[src/hdl/sra_pkg.sv]
// Shared types, constants and helpers for the signed-to-radix ASCII converter.
package sra_pkg;

    localparam int WORD_BITS = 32;
    localparam int BASE_W    = 6;
    localparam int CHAR_W    = 8;
    localparam int DIG_W     = 6;
    localparam int CNT_W     = (WORD_BITS > 1) ? $clog2(WORD_BITS) : 1;
    localparam int DEPTH_W   = $clog2(WORD_BITS + 1);

    localparam logic [BASE_W-1:0] RADIX_MIN = BASE_W'(2);
    localparam logic [BASE_W-1:0] RADIX_MAX = BASE_W'(36);
    localparam logic [BASE_W-1:0] RADIX_DEC = BASE_W'(10);

    localparam logic [DIG_W-1:0]  DIGIT_MAX_DEC = DIG_W'(9);
    localparam logic [DIG_W-1:0]  DIGIT_TEN     = DIG_W'(10);

    localparam logic [CHAR_W-1:0] CHAR_NUL   = 8'h00;
    localparam logic [CHAR_W-1:0] CHAR_ZERO  = 8'h30;
    localparam logic [CHAR_W-1:0] CHAR_A     = 8'h61;
    localparam logic [CHAR_W-1:0] CHAR_MINUS = 8'h2d;

    typedef struct packed {
        logic signed [WORD_BITS-1:0] value;
        logic [BASE_W-1:0]           base;
    } in_t;

    typedef struct packed {
        logic [CHAR_W-1:0] character;
        logic              last;
        logic              bad_base;
    } out_t;

    // controller -> datapath
    typedef struct packed {
        logic load;      // capture input transfer
        logic step;      // one restoring-division bit
        logic push;      // push remainder digit, restart remainder
        logic out_err;   // load error result
        logic out_sign;  // load '-'
        logic out_pop;   // pop top digit into output register
    } cmd_t;

    // datapath -> controller
    typedef struct packed {
        logic bad_base;  // radix on input port is out of range
        logic div_done;  // current division is on its final bit
        logic quo_zero;  // quotient is zero
        logic neg;       // leading minus needed
        logic one_left;  // one digit left on the stack
    } stat_t;

    function automatic logic [CHAR_W-1:0] digit_to_char(input logic [DIG_W-1:0] d);
        logic [CHAR_W-1:0] c;
        if (d > DIGIT_MAX_DEC) begin
            c = CHAR_A + CHAR_W'(d - DIGIT_TEN);
        end else begin
            c = CHAR_ZERO + CHAR_W'(d);
        end
        return c;
    endfunction

endpackage

[src/hdl/sra_dpath.sv]
// Datapath: bit-serial divider, digit stack and output register.
module sra_dpath (
    input  logic          aclk,
    input  logic          aresetn,
    input  sra_pkg::in_t  in_data,
    input  sra_pkg::cmd_t cmd,
    output sra_pkg::stat_t stat,
    output sra_pkg::out_t out_data
);

    localparam int W = sra_pkg::WORD_BITS;

    logic [W-1:0]                   quo_reg;
    logic [sra_pkg::DIG_W-1:0]      rem_reg;
    logic [sra_pkg::BASE_W-1:0]     base_reg;
    logic                           neg_reg;
    logic [sra_pkg::CNT_W-1:0]      cnt_reg;
    logic [sra_pkg::DEPTH_W-1:0]    depth_reg;
    logic [sra_pkg::DIG_W-1:0]      stack_reg [W];
    sra_pkg::out_t                  out_reg;

    logic                           in_neg;
    logic [sra_pkg::DIG_W:0]        trial;
    logic [sra_pkg::DIG_W:0]        diff;
    logic                           fits;

    assign in_neg = (in_data.base == sra_pkg::RADIX_DEC) && in_data.value[W-1];

    // partial remainder stays below base, so DIG_W+1 bits hold the trial value
    assign trial = {rem_reg, quo_reg[W-1]};
    assign diff  = trial - {1'b0, base_reg};
    assign fits  = trial >= {1'b0, base_reg};

    always_comb begin
        stat.bad_base = !(in_data.base inside {[sra_pkg::RADIX_MIN:sra_pkg::RADIX_MAX]});
        stat.div_done = cnt_reg == sra_pkg::CNT_W'(W - 1);
        stat.quo_zero = quo_reg == '0;
        stat.neg      = neg_reg;
        stat.one_left = depth_reg == sra_pkg::DEPTH_W'(1);
    end

    // counters
    always_ff @(posedge aclk) begin
        if (!aresetn) begin
            cnt_reg   <= '0;
            depth_reg <= '0;
        end else begin
            if (cmd.load) begin
                cnt_reg   <= '0;
                depth_reg <= '0;
            end else begin
                if (cmd.step) begin
                    cnt_reg <= stat.div_done ? '0 : cnt_reg + 1'b1;
                end
                if (cmd.push) begin
                    depth_reg <= depth_reg + 1'b1;
                end else if (cmd.out_pop) begin
                    depth_reg <= depth_reg - 1'b1;
                end
            end
        end
    end

    // payload
    always_ff @(posedge aclk) begin
        if (cmd.load) begin
            base_reg <= in_data.base;
            neg_reg  <= in_neg;
            quo_reg  <= in_neg ? W'(-in_data.value) : W'(in_data.value);
            rem_reg  <= '0;
        end else if (cmd.step) begin
            rem_reg <= fits ? diff[sra_pkg::DIG_W-1:0] : trial[sra_pkg::DIG_W-1:0];
            quo_reg <= {quo_reg[W-2:0], fits};
        end else if (cmd.push) begin
            rem_reg <= '0;
        end

        // digit stack: push and pop both at entry 0
        if (cmd.push) begin
            stack_reg[0] <= rem_reg;
            for (int i = 1; i < W; i++) begin
                stack_reg[i] <= stack_reg[i-1];
            end
        end else if (cmd.out_pop) begin
            for (int i = 0; i < W - 1; i++) begin
                stack_reg[i] <= stack_reg[i+1];
            end
        end

        if (cmd.out_err) begin
            out_reg.character <= sra_pkg::CHAR_NUL;
            out_reg.last      <= 1'b1;
            out_reg.bad_base  <= 1'b1;
        end else if (cmd.out_sign) begin
            out_reg.character <= sra_pkg::CHAR_MINUS;
            out_reg.last      <= 1'b0;
            out_reg.bad_base  <= 1'b0;
        end else if (cmd.out_pop) begin
            out_reg.character <= sra_pkg::digit_to_char(stack_reg[0]);
            out_reg.last      <= stat.one_left;
            out_reg.bad_base  <= 1'b0;
        end
    end

    assign out_data = out_reg;

endmodule

[src/hdl/sra_ctrl.sv]
// Controller: sequences load, division, digit push and character emission.
module sra_ctrl (
    input  logic           aclk,
    input  logic           aresetn,
    input  logic           s_valid,
    output logic           s_ready,
    output logic           m_valid,
    input  logic           m_ready,
    input  sra_pkg::stat_t stat,
    output sra_pkg::cmd_t  cmd
);

    typedef enum logic [2:0] {
        ST_IDLE,
        ST_ERR,
        ST_DIV,
        ST_PUSH,
        ST_SIGN,
        ST_EMIT
    } state_t;

    state_t state_reg;
    state_t state_next;
    logic   m_valid_reg;
    logic   slot_free;
    logic   out_load;

    assign slot_free = !m_valid_reg || m_ready;
    assign out_load  = cmd.out_err || cmd.out_sign || cmd.out_pop;
    assign s_ready   = state_reg == ST_IDLE;
    assign m_valid   = m_valid_reg;

    always_comb begin
        cmd        = '0;
        state_next = state_reg;
        case (state_reg)
            ST_IDLE: begin
                if (s_valid) begin
                    cmd.load   = 1'b1;
                    state_next = stat.bad_base ? ST_ERR : ST_DIV;
                end
            end
            ST_ERR: begin
                if (slot_free) begin
                    cmd.out_err = 1'b1;
                    state_next  = ST_IDLE;
                end
            end
            ST_DIV: begin
                cmd.step = 1'b1;
                if (stat.div_done) begin
                    state_next = ST_PUSH;
                end
            end
            ST_PUSH: begin
                cmd.push = 1'b1;
                if (stat.quo_zero) begin
                    state_next = stat.neg ? ST_SIGN : ST_EMIT;
                end else begin
                    state_next = ST_DIV;
                end
            end
            ST_SIGN: begin
                if (slot_free) begin
                    cmd.out_sign = 1'b1;
                    state_next   = ST_EMIT;
                end
            end
            ST_EMIT: begin
                if (slot_free) begin
                    cmd.out_pop = 1'b1;
                    if (stat.one_left) begin
                        state_next = ST_IDLE;
                    end
                end
            end
            default: begin
                state_next = ST_IDLE;
            end
        endcase
    end

    always_ff @(posedge aclk) begin
        if (!aresetn) begin
            state_reg   <= ST_IDLE;
            m_valid_reg <= 1'b0;
        end else begin
            state_reg <= state_next;
            if (out_load) begin
                m_valid_reg <= 1'b1;
            end else if (m_ready) begin
                m_valid_reg <= 1'b0;
            end
        end
    end

endmodule

[src/hdl/signed_to_radix_ascii.sv]
// Top level of the signed integer to ASCII radix converter.
//
// Converts one WORD_BITS-bit two's complement value (32 bits) to ASCII digits in
// a radix from 2 to 36, most significant digit first, one character per
// output transfer, with last set on the final character. Digits above nine
// are lower-case letters; zero gives a single '0'. In radix 10 a negative
// value is sent as '-' followed by its magnitude (the most negative value
// included); in any other radix a negative value is printed as its unsigned
// bit pattern. A radix outside 2..36 gives one transfer with character 0,
// last 1 and bad_base 1. One item is handled at a time: s_ready is high only
// while the block is idle. Each digit comes from the bit-serial restoring
// divider (one quotient bit per cycle), whose remainder is then pushed onto
// the digit stack; once the quotient is zero, the optional minus and the
// digits are emitted from the stack, each waiting while the output stalls.
// The output register lets the final character wait for the consumer while
// the next item is accepted.
module signed_to_radix_ascii (
    input  logic          aclk,
    input  logic          aresetn,
    input  logic          s_valid,
    output logic          s_ready,
    input  sra_pkg::in_t  s_data,
    output logic          m_valid,
    input  logic          m_ready,
    output sra_pkg::out_t m_data
);

    sra_pkg::cmd_t  cmd;
    sra_pkg::stat_t stat;

    // sequencing: idle -> error, or divide/push per digit -> optional sign -> emit
    sra_ctrl u_ctrl (
        .aclk    (aclk),
        .aresetn (aresetn),
        .s_valid (s_valid),
        .s_ready (s_ready),
        .m_valid (m_valid),
        .m_ready (m_ready),
        .stat    (stat),
        .cmd     (cmd)
    );

    // divider, digit stack (LSD pushed first, MSD popped first), output reg
    sra_dpath u_dpath (
        .aclk     (aclk),
        .aresetn  (aresetn),
        .in_data  (s_data),
        .cmd      (cmd),
        .stat     (stat),
        .out_data (m_data)
    );

    // An error result is always a single, final NUL character.
    a_err_single : assert property (@(posedge aclk) disable iff (!aresetn)
        m_valid && m_data.bad_base |-> m_data.last && (m_data.character == sra_pkg::CHAR_NUL))
        else $error("error result not a final NUL");

    // A regular result never carries a NUL character.
    a_char_nonzero : assert property (@(posedge aclk) disable iff (!aresetn)
        m_valid && !m_data.bad_base |-> m_data.character != sra_pkg::CHAR_NUL)
        else $error("NUL character on regular result");

    // An accepted input transfer always takes the controller out of idle.
    a_busy_after_accept : assert property (@(posedge aclk) disable iff (!aresetn)
        s_valid && s_ready |=> !s_ready)
        else $error("still ready after input transfer");

    // The datapath never gets a pop and a push in the same cycle.
    a_stack_cmd : assert property (@(posedge aclk) disable iff (!aresetn)
        !(cmd.push && cmd.out_pop))
        else $error("push and pop together");

endmodule
[config.mk]
export PLATFORM = sky130hd
export DESIGN_NAME = signed_to_radix_ascii
export DESIGN_NICKNAME = d
export VERILOG_FILES = /design/src/hdl/sra_pkg.sv /design/src/hdl/sra_dpath.sv /design/src/hdl/sra_ctrl.sv /design/src/hdl/signed_to_radix_ascii.sv
export SDC_FILE = /design/constraint.sdc
export NUM_CORES = 1
export LEC_CHECK = 0
export ABC_AREA = 1
export BUFFER_PORTS_ARGS = -buffer_cell sky130_fd_sc_hd__clkbuf_2
export CORE_ASPECT_RATIO = 1.75
export CORE_MARGIN = 4
export CORE_UTILIZATION = 60
export CTS_BUF_LIST = sky130_fd_sc_hd__clkbuf_2 sky130_fd_sc_hd__clkbuf_4 sky130_fd_sc_hd__clkbuf_8
export CTS_CLUSTER_DIAMETER = 80
export DETAILED_ROUTE_END_ITERATION = 10
export GPL_ROUTABILITY_DRIVEN = 0
export PLACE_DENSITY_LB_ADDON = 0.05
export SYNTH_ARGS = -nofsm -noshare
export SYNTH_HDL_FRONTEND = slang
export SYNTH_SLANG_ARGS = --single-unit
[constraint.sdc]
create_clock -name aclk -period 4.92 [get_ports aclk]
set_input_delay 0.738 -clock aclk [delete_from_list [all_inputs] [get_ports aclk]]
set_output_delay 0.738 -clock aclk [all_outputs]
set_load 0.1 [all_outputs]
==> metrics.txt <==
status=finished clean; grt ovf=0; CTS tree=yes; share of cells above drive strength 1=10.4%; cells after synthesis=1477; Hold EP=u_dpath.base_reg[0]$_DFFE_PP_; post-DR vias/cell=5.28; Setup crit end kind=flop; most frequent cells in the layout=nand2_1 (620), edfxtp_1 (231), inv_1 (123); Seq/Total Area, Yosys=about 58%; vias after detailed routing=just under 10000; DRC Markers=0; synth warn=0; Critical Path Source Type=flop; Power Total=slightly above 6000 uW; antenna violations before repair=0; max reg flops=between 150 and 200; DP HPWL=between 15 and 20 mm; Pleak=around 0.0060 uW; die area=roughly 0.024 mm^2; syn_nets=around 1500; Rows=70; NumNets Final=1583; Cell Chain, Critical Path=nand2_2 -> nor2_2 -> nand2_4 -> inv_2 -> buf_4 -> o21ai_0; Hold Path Stages=1; worst path bufs/invs=2; clock buffer depth=3; Peak VDD IR=407 uV; maximum clock frequency=about 350 MHz; crit path kind=reg2reg; crit path max fanout=70; Post-synth EDFFs=roughly 230; Top FF cell, synth=edfxtp_1; Syn-to-layout area delta=9.32%; Core Footprint=between 0.02 and 0.025 mm^2; io pins=54; Layout Cells excl Fill=1841; most common cell after layout, fill and taps aside=nand2_1; Slowest-stage cell, CP=inv_2; slowest stage delay, CP=around 920 ps; max-cap violation count=0; final WL=around 26 mm; clock sink count=262; CTS Hold Bufs=0; skew final=~32 ps; Die X=between 100 and 150 um; gr usage total=~22%; crit path time final=2870 ps; Final Max Slew Viols=0; setup violators final=0; Final Cycle Share=about three fifths; R2R cell count=6; Hold WS=just over 400 ps; number of port buffers=53; Cell Pwr Density=about 430 mW/mm^2; relative slew slack=between 30% and 40%; DP Cell Count=between 1500 and 2000; Mapped Area=0.0130 mm^2; count of cell types in the netlist=39; htree depth=2; vias in the first global route=about 9700; R2R Setup Slk=between 2000 and 2500 ps; postcts setup bufs=0; antenna-violating nets left=0; first-pass GRT wire length=about 44 mm; Die Y=just over 200 um; hold_sp=s_data[0]; clk root buf=clkbuf_8; CP arrival=roughly 3100 ps; cell family with most CP delay=buffers and inverters; Finished Core Util=between 60 and 70%; Final Hold Viols=0; Clk Latency, worst-skew pair=~540 ps; Worst-Margin Slew=~1000 ps; Min-Delay Path Class=in2reg; RSZ-0062 raised after global routing=false; drt wl/cell=14.0 um; Initial Util=61.4%; largest net degree at the start of global routing=between 100 and 150; Resize count post-CTS=0; diodes inserted=0; first drt pass iteration count=4; WP data required=a little over 5000 ps; syn_area_per_cell=slightly below 9 um^2; clk slew on worst S/H paths=approximately 60 ps; R2R Path Start=u_ctrl.state_reg[0]$_SDFFE_PN0P_; reg2reg end=u_dpath.stack_reg[6][0]$_DFFE_PP_; DR iter-0 viols=between 600 and 700; Synth Register Bits=~260; CTS buffer count=39; ys async rst share=0%; Setup TNS Final=0 ps
cell usage after synthesis, drive strengths merged, types with 7 or more instances:
| cell type | n | area [um^2] |
|---|---|---|
| a21oi | 36 | 180 |
| nand3b | 8 | 60.1 |
| buf | 52 | 314 |
| nand3 | 55 | 280 |
| inv | 129 | 484 |
| xor2 | 10 | 87.6 |
| o21ai | 126 | 631 |
| nand4 | 13 | 81.3 |
| nand2 | 628 | 2380 |
| nor3 | 8 | 50.1 |
| edfxtp | 231 | 6940 |
| ha | 18 | 225 |
| xnor2 | 7 | 61.3 |
| dfxtp | 31 | 621 |
| nor2 | 100 | 400 |
per-stage QoR:
stage / instance area, um^2 / worst slack (ps)
after detailed placement: 13400 / 1730
final: 14200 / 2050
after global routing: 14200 / 1770
after floorplan: 13000 / 753
after CTS: 14200 / 2050
after global placement: 13400 / 1800
metal layers:
metal / track usage (%) / routed length [um] / up-vias
met5: 0 / 0 / -
met4: 10.2 / 1160 / 0
met3: 4.21 / 1190 / 82
met2: 39.5 / 13500 / 198
met1: 24.8 / 10000 / 4516
li1: - / - / 4927
how the worst max path moves through the flow:
stage / start / to / slack [ps] / cells past startpoint
3_3_place_gp: m_ready / u_dpath.stack_reg[0][7]$_DFFE_PP_ / 1800 / 8
4_1_cts: u_ctrl.state_reg[0]$_SDFFE_PN0P_ / u_dpath.stack_reg[6][0]$_DFFE_PP_ / 2050 / 6
2_1_floorplan: u_ctrl.m_valid$_SDFFE_PN0P_ / u_dpath.stack_reg[0][0]$_DFFE_PP_ / 750 / 6
6_report: u_ctrl.state_reg[0]$_SDFFE_PN0P_ / u_dpath.stack_reg[6][0]$_DFFE_PP_ / 2050 / 6
5_1_grt: u_ctrl.state_reg[0]$_SDFFE_PN0P_ / u_dpath.stack_reg[6][3]$_DFFE_PP_ / 1770 / 6
3_5_place_dp: m_ready / u_dpath.stack_reg[0][7]$_DFFE_PP_ / 1730 / 8
power breakdown:
group | leakage (uW) | internal (uW) | switching, uW
registers | 0.00237 | 2860 | 158
clock network | 0.000436 | 1010 | 834
logic | 0.00319 | 346 | 869
area by class of cell:
cell class,instances,area [um^2]
clock inverter,9,72.6
clock buffer,63,742
tap,288,360
fill,1810,6930
sequential,262,7560
timing repair buffer,61,338
inverter,130,488
multi-input combinational,1028,4620
cells by family (layout without fill, tap and decap cells):
group,count (synthesis),count (layout),synth area share (%)
compound gates,174,174,6.97
xor+xnor,17,17,1.15
fa+ha+maj,19,19,1.89
buf+inv,187,263,6.33
flops,262,262,58.3
simple gates,818,818,25.4
Power figures use the tool's default switching activity.
